[config.mk]
export PLATFORM = sky130hd
export DESIGN_NAME = grid_cell_occupancy_detector_top
export DESIGN_NICKNAME = d
export VERILOG_FILES = /design/src/sv/gcod_pkg.sv /design/src/sv/grid_cell_occupancy_detector_top.sv /design/src/sv/gcod_front.sv /design/src/sv/gcod_queue.sv /design/src/sv/gcod_back.sv
export SDC_FILE = /design/constraint.sdc
export NUM_CORES = 2
export LEC_CHECK = 0
export BUFFER_PORTS_ARGS = -buffer_cell sky130_fd_sc_hd__buf_2
export CAP_MARGIN = 20
export CORE_MARGIN = 1
export CORE_UTILIZATION = 40
export DETAILED_ROUTE_END_ITERATION = 10
export PLACE_DENSITY = 0.63
export SLEW_MARGIN = 20
export SYNTH_ARGS = -nofsm -noshare
export SYNTH_HDL_FRONTEND = slang
export SYNTH_SLANG_ARGS = --single-unit
[constraint.sdc]
create_clock -name aclk -period 5.5 [get_ports aclk]
set_clock_uncertainty 0.1 [all_clocks]
set_input_delay 0.55 -clock aclk [delete_from_list [all_inputs] [get_ports aclk]]
set_output_delay 0.55 -clock aclk [all_outputs]
set_load 0.005 [all_outputs]
[src/sv/gcod_pkg.sv]
// Package for the grid cell occupancy detector: shared types and constants.
// Holds the configuration register map, the queue item layout and the cell accumulator word.
// Depends on nothing; every module of the block imports it.
`default_nettype none

package gcod_pkg;

    // Configuration register indexes, in register map order.
    typedef enum logic [2:0] {
        CFG_CELL_WIDTH      = 3'd0,
        CFG_CELL_HEIGHT     = 3'd1,
        CFG_CELLS_ACROSS    = 3'd2,
        CFG_CELLS_DOWN      = 3'd3,
        CFG_COUNT_THRESHOLD = 3'd4,
        CFG_SAMPLE_ROW      = 3'd5,
        CFG_SAMPLE_COL      = 3'd6
    } cfg_index_t;

    localparam int CFG_IDX_W  = 3;
    localparam int CFG_DATA_W = 13;

    // Register values after reset.
    localparam logic [6:0]  RST_CELL_WIDTH      = 7'd25;
    localparam logic [6:0]  RST_CELL_HEIGHT     = 7'd25;
    localparam logic [6:0]  RST_CELLS_ACROSS    = 7'd16;
    localparam logic [9:0]  RST_CELLS_DOWN      = 10'd16;
    localparam logic [12:0] RST_COUNT_THRESHOLD = 13'd64;
    localparam logic [5:0]  RST_SAMPLE_ROW      = 6'd12;
    localparam logic [5:0]  RST_SAMPLE_COL      = 6'd12;

    // The nonzero count saturates at its all-ones value.
    localparam logic [12:0] COUNT_MAX = 13'h1FFF;

    // Depth of the queue between front and back; a power of two.
    localparam int QUEUE_DEPTH = 4;
    localparam int QPTR_W      = 2;

    // Current configuration as seen by the datapath.
    typedef struct packed {
        logic [6:0]  cell_width;
        logic [6:0]  cell_height;
        logic [6:0]  cells_across;
        logic [9:0]  cells_down;
        logic [12:0] count_threshold;
        logic [5:0]  sample_row;
        logic [5:0]  sample_col;
    } cfg_t;

    // Classification of one pixel, made by the front.
    typedef struct packed {
        logic is_first;    // first pixel of its cell: clears the accumulator
        logic sample_hit;  // pixel sits at the sample offset
        logic cell_end;    // bottom-right pixel of its cell
        logic last_cell;   // cell is the bottom-right cell of the grid
    } item_flags_t;

    typedef struct packed {
        item_flags_t flags;
        logic [9:0]  cell_y;
        logic [5:0]  cell_x;
        logic [7:0]  pixel;
    } item_info_t;

    // Per-column accumulator word kept in the back's memory.
    typedef struct packed {
        logic [12:0] count;
        logic [7:0]  sample;
    } acc_t;

endpackage

`default_nettype wire

[src/sv/grid_cell_occupancy_detector_top.sv]
// Top level of the grid cell occupancy detector: configuration registers, front, queue, back.
// Depends on gcod_pkg, gcod_front, gcod_queue and gcod_back.
//
// Usage: pixels arrive in raster order on the s_ channel, one per beat, with
// s_tuser marking the first pixel of a frame. The frame is split into a grid of
// cells; for each cell the block counts nonzero pixels and keeps the pixel at the
// configured sample offset. When a cell's bottom-right pixel arrives and its count
// exceeds count_threshold, one result beat leaves on the m_ channel with the cell's
// column, row and sample; m_tlast flags the bottom-right cell of the grid.
// Throughput is one pixel per clock while the result side does not stall. The edge
// that moves a cell's last pixel from the queue head into the update stage also
// reads its column from memory; the result register is then loaded from the update
// stage. The single read port of the column accumulator memory is read one stage
// ahead of its update, which keeps that rate.
// While a result waits on a low m_tready, the result register holds, the back
// stalls, the four-entry queue fills and s_tready then drops. Configuration is
// written over the cfg_ channel, which is always ready; write only while no pixel
// is in flight. Reset restores the register defaults, zeroes the raster position
// and marks all column accumulators as unwritten; no clearing pass is needed.
`default_nettype none

module grid_cell_occupancy_detector_top import gcod_pkg::*; #(
    parameter int MAX_CELLS_ACROSS = 64,
    parameter int MAX_CELL_SIZE    = 64
) (
    input  wire logic                  aclk,
    input  wire logic                  aresetn,
    // Pixel input channel
    input  wire logic                  s_tvalid,
    output logic                       s_tready,
    input  wire logic [7:0]            s_tdata,   // [7:0] pixel
    input  wire logic [0:0]            s_tuser,   // [0] frame_start
    // Result channel
    output logic                       m_tvalid,
    input  wire logic                  m_tready,
    output logic [23:0]                m_tdata,   // [5:0] cell_x, [15:6] cell_y, [23:16] sample
    output logic                       m_tlast,   // last_cell
    // Configuration write channel
    input  wire logic                  cfg_valid,
    output logic                       cfg_ready,
    input  wire logic [CFG_IDX_W-1:0]  cfg_index,
    input  wire logic [CFG_DATA_W-1:0] cfg_data
);

    localparam int SLOT_W = (MAX_CELLS_ACROSS > 1) ? $clog2(MAX_CELLS_ACROSS) : 1;
    localparam int INFO_W = $bits(item_info_t);
    localparam int QW     = INFO_W + SLOT_W;

    cfg_t cfg_reg;

    logic              s_accept;
    item_info_t        f_info;
    logic [SLOT_W-1:0] f_slot;
    logic [QW-1:0]     q_head;
    logic              q_not_empty, q_pop;
    item_info_t        a_info;
    logic [SLOT_W-1:0] a_slot;

    assign cfg_ready = 1'b1;
    assign s_accept  = s_tvalid && s_tready;

    // Configuration registers, written one beat at a time.
    always_ff @(posedge aclk) begin
        if (!aresetn) begin
            cfg_reg.cell_width      <= RST_CELL_WIDTH;
            cfg_reg.cell_height     <= RST_CELL_HEIGHT;
            cfg_reg.cells_across    <= RST_CELLS_ACROSS;
            cfg_reg.cells_down      <= RST_CELLS_DOWN;
            cfg_reg.count_threshold <= RST_COUNT_THRESHOLD;
            cfg_reg.sample_row      <= RST_SAMPLE_ROW;
            cfg_reg.sample_col      <= RST_SAMPLE_COL;
        end else if (cfg_valid && cfg_ready) begin
            case (cfg_index)
                CFG_CELL_WIDTH:      cfg_reg.cell_width      <= cfg_data[6:0];
                CFG_CELL_HEIGHT:     cfg_reg.cell_height     <= cfg_data[6:0];
                CFG_CELLS_ACROSS:    cfg_reg.cells_across    <= cfg_data[6:0];
                CFG_CELLS_DOWN:      cfg_reg.cells_down      <= cfg_data[9:0];
                CFG_COUNT_THRESHOLD: cfg_reg.count_threshold <= cfg_data[12:0];
                CFG_SAMPLE_ROW:      cfg_reg.sample_row      <= cfg_data[5:0];
                CFG_SAMPLE_COL:      cfg_reg.sample_col      <= cfg_data[5:0];
                default: ;
            endcase
        end
    end

    // Position tracking and classification.
    gcod_front #(
        .MAX_CELLS_ACROSS (MAX_CELLS_ACROSS),
        .MAX_CELL_SIZE    (MAX_CELL_SIZE),
        .SLOT_W           (SLOT_W)
    ) u_front (
        .aclk        (aclk),
        .aresetn     (aresetn),
        .cfg         (cfg_reg),
        .accept      (s_accept),
        .pixel       (s_tdata),
        .frame_start (s_tuser[0]),
        .item_info   (f_info),
        .item_slot   (f_slot)
    );

    // Decoupling queue.
    gcod_queue #(
        .DATA_W (QW)
    ) u_queue (
        .aclk      (aclk),
        .aresetn   (aresetn),
        .push      (s_accept),
        .push_data ({f_slot, f_info}),
        .not_full  (s_tready),
        .pop       (q_pop),
        .not_empty (q_not_empty),
        .head_data (q_head)
    );

    assign a_info = q_head[INFO_W-1:0];
    assign a_slot = q_head[QW-1:INFO_W];

    // Accumulation and result output.
    gcod_back #(
        .MAX_CELLS_ACROSS (MAX_CELLS_ACROSS),
        .SLOT_W           (SLOT_W)
    ) u_back (
        .aclk            (aclk),
        .aresetn         (aresetn),
        .count_threshold (cfg_reg.count_threshold),
        .a_valid         (q_not_empty),
        .a_info          (a_info),
        .a_slot          (a_slot),
        .a_pop           (q_pop),
        .m_tvalid        (m_tvalid),
        .m_tready        (m_tready),
        .m_tdata         (m_tdata),
        .m_tlast         (m_tlast)
    );

endmodule

`default_nettype wire

[src/sv/gcod_front.sv]
// Front of the grid cell occupancy detector: tracks the raster position and classifies pixels.
// Produces one classified item per accepted pixel for the queue.
// Depends on gcod_pkg.
`default_nettype none

module gcod_front import gcod_pkg::*; #(
    parameter int MAX_CELLS_ACROSS = 64,
    parameter int MAX_CELL_SIZE    = 64,
    parameter int SLOT_W           = 6
) (
    input  wire logic              aclk,
    input  wire logic              aresetn,
    input  wire cfg_t              cfg,
    input  wire logic              accept,
    input  wire logic [7:0]        pixel,
    input  wire logic              frame_start,
    output item_info_t             item_info,
    output logic [SLOT_W-1:0]      item_slot
);

    localparam int PX_W = (MAX_CELL_SIZE > 1) ? $clog2(MAX_CELL_SIZE) : 1;
    localparam int SW   = (PX_W + 1 > 7) ? PX_W + 1 : 7;
    localparam int CCW  = (SLOT_W + 1 > 7) ? SLOT_W + 1 : 7;

    logic [PX_W-1:0]   px_reg, px_next, py_reg, py_next;
    logic [SLOT_W-1:0] col_reg, col_next;
    logic [9:0]        row_reg, row_next;

    logic [PX_W-1:0]   px_cur, py_cur;
    logic [SLOT_W-1:0] col_cur;
    logic [9:0]        row_cur;
    logic [SW-1:0]     w, h, w_raw, h_raw, px_inc, py_inc;
    logic [CCW-1:0]    ca, ca_raw, col_inc;
    logic [9:0]        cd;
    logic [10:0]       row_inc;
    logic              px_wrap, py_wrap, col_wrap, row_wrap;

    // A frame start zeroes the position before the pixel is classified.
    always_comb begin
        px_cur  = frame_start ? '0 : px_reg;
        py_cur  = frame_start ? '0 : py_reg;
        col_cur = frame_start ? '0 : col_reg;
        row_cur = frame_start ? '0 : row_reg;
    end

    // Clamp the grid sizes to their legal ranges.
    always_comb begin
        w_raw  = SW'(cfg.cell_width);
        h_raw  = SW'(cfg.cell_height);
        ca_raw = CCW'(cfg.cells_across);
        if (w_raw == '0) begin
            w = SW'(1);
        end else if (w_raw > SW'(MAX_CELL_SIZE)) begin
            w = SW'(MAX_CELL_SIZE);
        end else begin
            w = w_raw;
        end
        if (h_raw == '0) begin
            h = SW'(1);
        end else if (h_raw > SW'(MAX_CELL_SIZE)) begin
            h = SW'(MAX_CELL_SIZE);
        end else begin
            h = h_raw;
        end
        if (ca_raw == '0) begin
            ca = CCW'(1);
        end else if (ca_raw > CCW'(MAX_CELLS_ACROSS)) begin
            ca = CCW'(MAX_CELLS_ACROSS);
        end else begin
            ca = ca_raw;
        end
        cd = (cfg.cells_down == '0) ? 10'd1 : cfg.cells_down;
    end

    // Wrap conditions of the four position counters.
    always_comb begin
        px_inc   = SW'(px_cur) + SW'(1);
        py_inc   = SW'(py_cur) + SW'(1);
        col_inc  = CCW'(col_cur) + CCW'(1);
        row_inc  = {1'b0, row_cur} + 11'd1;
        px_wrap  = (px_inc >= w);
        py_wrap  = (py_inc >= h);
        col_wrap = (col_inc >= ca);
        row_wrap = (row_inc >= {1'b0, cd});
    end

    // Classify the pixel at its current position.
    always_comb begin
        item_info.pixel            = pixel;
        item_info.cell_x           = 6'(col_cur);
        item_info.cell_y           = row_cur;
        item_info.flags.is_first   = (px_cur == '0) && (py_cur == '0);
        item_info.flags.sample_hit = (SW'(cfg.sample_row) < h) && (SW'(cfg.sample_col) < w)
                                   && (SW'(py_cur) == SW'(cfg.sample_row))
                                   && (SW'(px_cur) == SW'(cfg.sample_col));
        item_info.flags.cell_end   = px_wrap && py_wrap;
        item_info.flags.last_cell  = col_wrap && row_wrap;
        item_slot                  = col_cur;
    end

    // Advance the raster position on every accepted beat.
    always_comb begin
        px_next  = px_reg;
        py_next  = py_reg;
        col_next = col_reg;
        row_next = row_reg;
        if (accept) begin
            px_next  = px_wrap ? '0 : PX_W'(px_inc);
            py_next  = py_cur;
            col_next = col_cur;
            row_next = row_cur;
            if (px_wrap) begin
                col_next = col_wrap ? '0 : SLOT_W'(col_inc);
                if (col_wrap) begin
                    py_next = py_wrap ? '0 : PX_W'(py_inc);
                    if (py_wrap) begin
                        row_next = row_wrap ? '0 : row_inc[9:0];
                    end
                end
            end
        end
    end

    always_ff @(posedge aclk) begin
        if (!aresetn) begin
            px_reg  <= '0;
            py_reg  <= '0;
            col_reg <= '0;
            row_reg <= '0;
        end else begin
            px_reg  <= px_next;
            py_reg  <= py_next;
            col_reg <= col_next;
            row_reg <= row_next;
        end
    end

endmodule

`default_nettype wire

[src/sv/gcod_queue.sv]
// Short first-word-fall-through queue between front and back of the detector.
// Lets the pixel side and the result side stall independently.
// Depends on gcod_pkg for its depth.
`default_nettype none

module gcod_queue import gcod_pkg::*; #(
    parameter int DATA_W = 34
) (
    input  wire logic              aclk,
    input  wire logic              aresetn,
    input  wire logic              push,
    input  wire logic [DATA_W-1:0] push_data,
    output logic                   not_full,
    input  wire logic              pop,
    output logic                   not_empty,
    output logic [DATA_W-1:0]      head_data
);

    logic [DATA_W-1:0] entry_reg [QUEUE_DEPTH];
    logic [QPTR_W-1:0] wr_ptr_reg, rd_ptr_reg;
    logic [QPTR_W:0]   fill_reg, fill_next;

    always_comb begin
        not_full  = (fill_reg != (QPTR_W + 1)'(QUEUE_DEPTH));
        not_empty = (fill_reg != '0);
        head_data = entry_reg[rd_ptr_reg];
    end

    // Fill level follows pushes and pops; both may happen in one cycle.
    always_comb begin
        fill_next = fill_reg;
        if (push && !pop) begin
            fill_next = fill_reg + (QPTR_W + 1)'(1);
        end else if (pop && !push) begin
            fill_next = fill_reg - (QPTR_W + 1)'(1);
        end
    end

    always_ff @(posedge aclk) begin
        if (!aresetn) begin
            wr_ptr_reg <= '0;
            rd_ptr_reg <= '0;
            fill_reg   <= '0;
        end else begin
            fill_reg <= fill_next;
            if (push) begin
                wr_ptr_reg <= wr_ptr_reg + QPTR_W'(1);
            end
            if (pop) begin
                rd_ptr_reg <= rd_ptr_reg + QPTR_W'(1);
            end
        end
    end

    // Entry storage carries payload only.
    always_ff @(posedge aclk) begin
        if (push) begin
            entry_reg[wr_ptr_reg] <= push_data;
        end
    end

endmodule

`default_nettype wire

[src/sv/gcod_back.sv]
// Back of the grid cell occupancy detector: per-column accumulators and the result register.
// Reads the column memory one stage ahead, updates it, and reports occupied cells.
// Depends on gcod_pkg.
`default_nettype none

module gcod_back import gcod_pkg::*; #(
    parameter int MAX_CELLS_ACROSS = 64,
    parameter int SLOT_W           = 6
) (
    input  wire logic              aclk,
    input  wire logic              aresetn,
    input  wire logic [12:0]       count_threshold,
    input  wire logic              a_valid,
    input  wire item_info_t        a_info,
    input  wire logic [SLOT_W-1:0] a_slot,
    output logic                   a_pop,
    output logic                   m_tvalid,
    input  wire logic              m_tready,
    output logic [23:0]            m_tdata,
    output logic                   m_tlast
);

    // Accumulator memory, one word per cell column.
    acc_t acc_mem [MAX_CELLS_ACROSS];
    logic [MAX_CELLS_ACROSS-1:0] written_reg;

    // Update stage registers.
    logic              b_valid_reg;
    item_info_t        b_info_reg;
    logic [SLOT_W-1:0] b_slot_reg;
    acc_t              rd_data_reg;
    logic              rd_zero_reg;
    logic              byp_reg;
    acc_t              byp_data_reg;

    // Result register.
    logic        out_valid_reg;
    logic [5:0]  out_x_reg;
    logic [9:0]  out_y_reg;
    logic [7:0]  out_sample_reg;
    logic        out_last_reg;

    logic  adv;
    acc_t  base_acc, new_acc;
    logic  report;

    // The whole back moves when the result register is free or being drained.
    always_comb begin
        adv   = !out_valid_reg || m_tready;
        a_pop = adv && a_valid;
    end

    // Pick the accumulator source: cell start, forwarded write, unwritten entry or memory.
    always_comb begin
        if (b_info_reg.flags.is_first) begin
            base_acc = '0;
        end else if (byp_reg) begin
            base_acc = byp_data_reg;
        end else if (rd_zero_reg) begin
            base_acc = '0;
        end else begin
            base_acc = rd_data_reg;
        end
        new_acc = base_acc;
        if ((b_info_reg.pixel != 8'd0) && (base_acc.count < COUNT_MAX)) begin
            new_acc.count = base_acc.count + 13'd1;
        end
        if (b_info_reg.flags.sample_hit) begin
            new_acc.sample = b_info_reg.pixel;
        end
        report = b_info_reg.flags.cell_end && (new_acc.count > count_threshold);
    end

    // Memory read for the next item and write-back of the current one.
    always_ff @(posedge aclk) begin
        if (adv) begin
            rd_data_reg <= acc_mem[a_slot];
            if (b_valid_reg) begin
                acc_mem[b_slot_reg] <= new_acc;
            end
        end
    end

    // Stage payload and forwarding when the next item hits the column being written.
    always_ff @(posedge aclk) begin
        if (adv) begin
            b_info_reg   <= a_info;
            b_slot_reg   <= a_slot;
            byp_data_reg <= new_acc;
        end
    end

    always_ff @(posedge aclk) begin
        if (!aresetn) begin
            b_valid_reg <= 1'b0;
            byp_reg     <= 1'b0;
            rd_zero_reg <= 1'b0;
            written_reg <= '0;
        end else if (adv) begin
            b_valid_reg <= a_valid;
            byp_reg     <= b_valid_reg && (b_slot_reg == a_slot);
            rd_zero_reg <= !written_reg[a_slot];
            if (b_valid_reg) begin
                written_reg[b_slot_reg] <= 1'b1;
            end
        end
    end

    // Result register toward the master side.
    always_ff @(posedge aclk) begin
        if (!aresetn) begin
            out_valid_reg <= 1'b0;
        end else if (adv) begin
            out_valid_reg <= b_valid_reg && report;
        end
    end

    always_ff @(posedge aclk) begin
        if (adv) begin
            out_x_reg      <= b_info_reg.cell_x;
            out_y_reg      <= b_info_reg.cell_y;
            out_sample_reg <= new_acc.sample;
            out_last_reg   <= b_info_reg.flags.last_cell;
        end
    end

    assign m_tvalid = out_valid_reg;
    assign m_tdata  = {out_sample_reg, out_y_reg, out_x_reg};
    assign m_tlast  = out_last_reg;

endmodule

`default_nettype wire
==> flow_metrics.tcl <==
set metrics [dict create \
    outcome "complete, no violations" \
    cts_inserted_buffers 167 \
    via_per_inst 5.704 \
    yosys.area_share.xor_xnor_pct 0.5885 \
    post_synth_and_or_nand_nor_area_fraction_pct 9.195 \
    syn_area_um2 68460 \
    swShare_pct 34.08 \
    largest_register_ffs 1344 \
    cp.required_ns 6.09 \
    cts_resized 0 \
    hold_viol_final 0 \
    finalNonFillerCells 6989 \
    maxSlewHeadroom_pct 19.55 \
    yosys_register_bits 1704 \
    pwr-share-seq_pct 42.2 \
    wl_met3_um 14680 \
    synth-edff-count 1543 \
    maxCapViolations 0 \
    die_y_um 415.7 \
    cts.sinks 1704 \
    leakage_nw 25.41 \
    pwr-share-clk_pct 27.5 \
    globalplace.congestion 0.8704 \
    muxShareOfSynthArea_pct 8.237 \
    finalCriticalPeriod_ns 4.954 \
    seq_area_frac_synth_pct 72.39 \
    synthAdderAreaFrac_pct 1.235 \
    grt_pass1_vias 38510 \
    core_um2 169700 \
    power_mw 40.30 \
    wl_met2_um 84180 \
    power_switching_mw 13.74 \
    p_int_mw 26.56 \
    max_freq_ghz 0.2019 \
    synth_compound_area_share_pct 6.225 \
    dr.pass1.iters 6 \
    vdd_drop_max_mv 0.3727 \
    worst_pin_slew_ns 1.198 \
    antenna_found_initial 4 \
    async_flop_share_pct 0 \
    place.port_buffers 56 \
    ys_warn_count 0 \
    setup_tns_ns 0 \
    synthFlopType "edfxtp_1" \
    hpwl_um 105100 \
    stdcell_area_um2 77690 \
    vias 39860 \
    row_count 151 \
    postRouteAntennaNets 0 \
    wirelength_um 180300 \
    cts.htree.levels 4 \
    initial_core_util_pct 40.35 \
    tritoncts "done" \
    antenna_cells 0 \
    min_path_type "in -> reg" \
    grt_pass1_wl_um 262500 \
    pwr-share-comb_pct 30.3 \
    overflow 0 \
    fp.dieArea_um2 172800 \
    synth_top_family_by_area "simple AND/OR/NAND/NOR gates" \
    placedCellCount 6664 \
    placed_area_um2 72260 \
    syn2layout_area_growth_pct 13.48 \
    crit_type "reg -> reg" \
    fin_nets 4732 \
    synth_cells 4496 \
    cp_max_fo 20 \
    grtUsageTotal_pct 20.68 \
    postSynthNetCount 4593 \
    met1_length_um 75570 \
    io_pins 58 \
    die_w_um 415.7 \
    final-max-slew-violation-count 0 \
    ys_types 71 \
    layout-drive-gt1-share_pct 16.50 \
    synth.avg_cell_area_um2 15.23 \
    power_density_nw_per_um2 518.7 \
    top_layer "met5" \
    wl_per_cell_um 25.79 \
    end_kind "flip-flop" \
    cp.arrival_ns 5.55 \
    root_buffer "clkbuf_16" \
    finalWorstSetupSlack_ns 0.5463 \
    rsz0062_at_grt "false" \
    initialDrtViolationCount 4183 \
    clockBufferDepth 3 \
    fin_crit_sh_pct 90.07 \
    finalSetupViolCount 0 \
    grt_max_degree 160 \
    dp_slack_ns 0.7947 \
    insertion_delay_ns 0.80 \
    route.detailed.drc 0 \
    worstSetupStartpointType "flip-flop" \
    path_clk_slew_ns 0.06 \
]
[synthesized netlist by cell type (24+ instances only)]
| library cell | instances | area, um^2 |
|---|---|---|
| nor2b_1 | 202 | 1264 |
| inv_1 | 44 | 165.2 |
| mux2_2 | 45 | 506.7 |
| o211ai_1 | 47 | 352.8 |
| nor3_1 | 59 | 295.3 |
| o21ai_0 | 117 | 585.6 |
| ha_1 | 66 | 825.8 |
| buf_4 | 41 | 307.8 |
| nand2_1 | 589 | 2211 |
| a31oi_1 | 98 | 613.1 |
| xnor2_1 | 24 | 210.2 |
| nand3_1 | 174 | 870.8 |
| mux2i_1 | 77 | 770.7 |
| clkbuf_1 | 156 | 585.6 |
| o22ai_1 | 26 | 162.7 |
| buf_2 | 46 | 230.2 |
| edfxtp_1 | 1543 | 46330 |
| nor2_1 | 282 | 1059 |
| mux4_2 | 193 | 4347 |
| o21ai_1 | 24 | 120.1 |
| a21oi_1 | 88 | 440.4 |
| a211oi_1 | 175 | 1314 |
| dfxtp_1 | 161 | 3223 |
[worst max-delay path, cell delays in order (launching register included)]
cell       delay (ns)
dfxtp_1          0.56
nor2_8           0.39
a22oi_1          0.17
a2111oi_0        0.74
nand2_1          0.24
o41ai_4          0.64
nor2_1           0.24
nand3b_1         0.19
xnor2_2          0.13
ha_1             0.26
a21oi_1          0.16
nor2b_1          0.07
o21ai_0          0.25
a31oi_1          0.13
a211o_1          0.24
nand3_1          0.09
a21oi_1          0.07
o21a_1           0.18
[what timing repair did]
| action | 4_1_cts | 5_1_grt |
|---|---|---|
| endpoints found under the hold margin | 51 | 0 |
| setup buffers | 0 | 0 |
| hold buffers | 19 | 0 |
[per-stage QoR]
stage / utilization (%) / hold WS (ns)
CTS: 45.78 / 0.003031
global placement: 42.59 / 0.3107
floorplan: - / 0.3003
global route: 45.79 / 0.05456
finish: 45.79 / 0.04862
detailed placement: 42.59 / 0.3064
[path summary, 6_finish.rpt]
check / from / end / slack (ns) / cells after the start
worst min register to register: u_back.b_info_reg[23]$_DFFE_PN_ / u_back.out_y_reg[9]$_DFFE_PN_ / 0.33 / 0
worst max-delay path: u_back.byp_reg$_SDFFE_PN0N_ / u_back.m_tvalid$_SDFFE_PN0N_ / 0.55 / 17
worst min-delay path: cfg_data[0] / cfg_reg[25]$_SDFFE_PN0P_ / 0.05 / 3
worst max register to register: u_back.byp_reg$_SDFFE_PN0N_ / u_back.m_tvalid$_SDFFE_PN0N_ / 0.55 / 17
[final cells by class]
cell class	instances	area, um^2
clock buffer	223	4574
clock inverter	82	646.9
fill	14530	91970
inverter	46	201.4
multi-input combinational	2475	18040
sequential	1704	49560
tap	2218	2775
timing repair buffer	241	1892
[metal layers]
layer | vias up | GRT usage (%)
met5 | - | 0
met3 | 313 | 3.212
met4 | 2 | 7.111
li1 | 17460 | -
met1 | 20440 | 29.23
met2 | 1649 | 32.57
[layout by cell type, fill, tap and decap left out, drive strengths merged, types with 77 or more instances in the layout]
master and instances:
dfxtp 161, clkbuf 223, nand2 589, edfxtp 1543, mux4 193, nor2 283, mux2i 77, nand3 174
nor2b 202, a21oi 88, a31oi 98, buf 222, a211oi 175, o21ai 142
[cells by family after synthesis]
family | after synthesis
flops | 1704
xor+xnor | 46
fa+ha+maj | 67
buf+inv | 317
simple gates | 1390
compound gates | 655
other cells | 1
mux | 316
[power by group through the flow]
| stage | clock [mW] | sequential (mW) | combinational (mW) |
|---|---|---|---|
| floorplan | 0 | 17.1 | 7.12 |
| global placement | 0 | 17.3 | 11.9 |
| detailed placement | 0 | 17.3 | 12.1 |
| CTS | 11.2 | 17.0 | 12.2 |
| global route | 11.7 | 17.0 | 12.9 |
| finish | 11.1 | 17.0 | 12.2 |
Power figures use the tool's default switching activity.
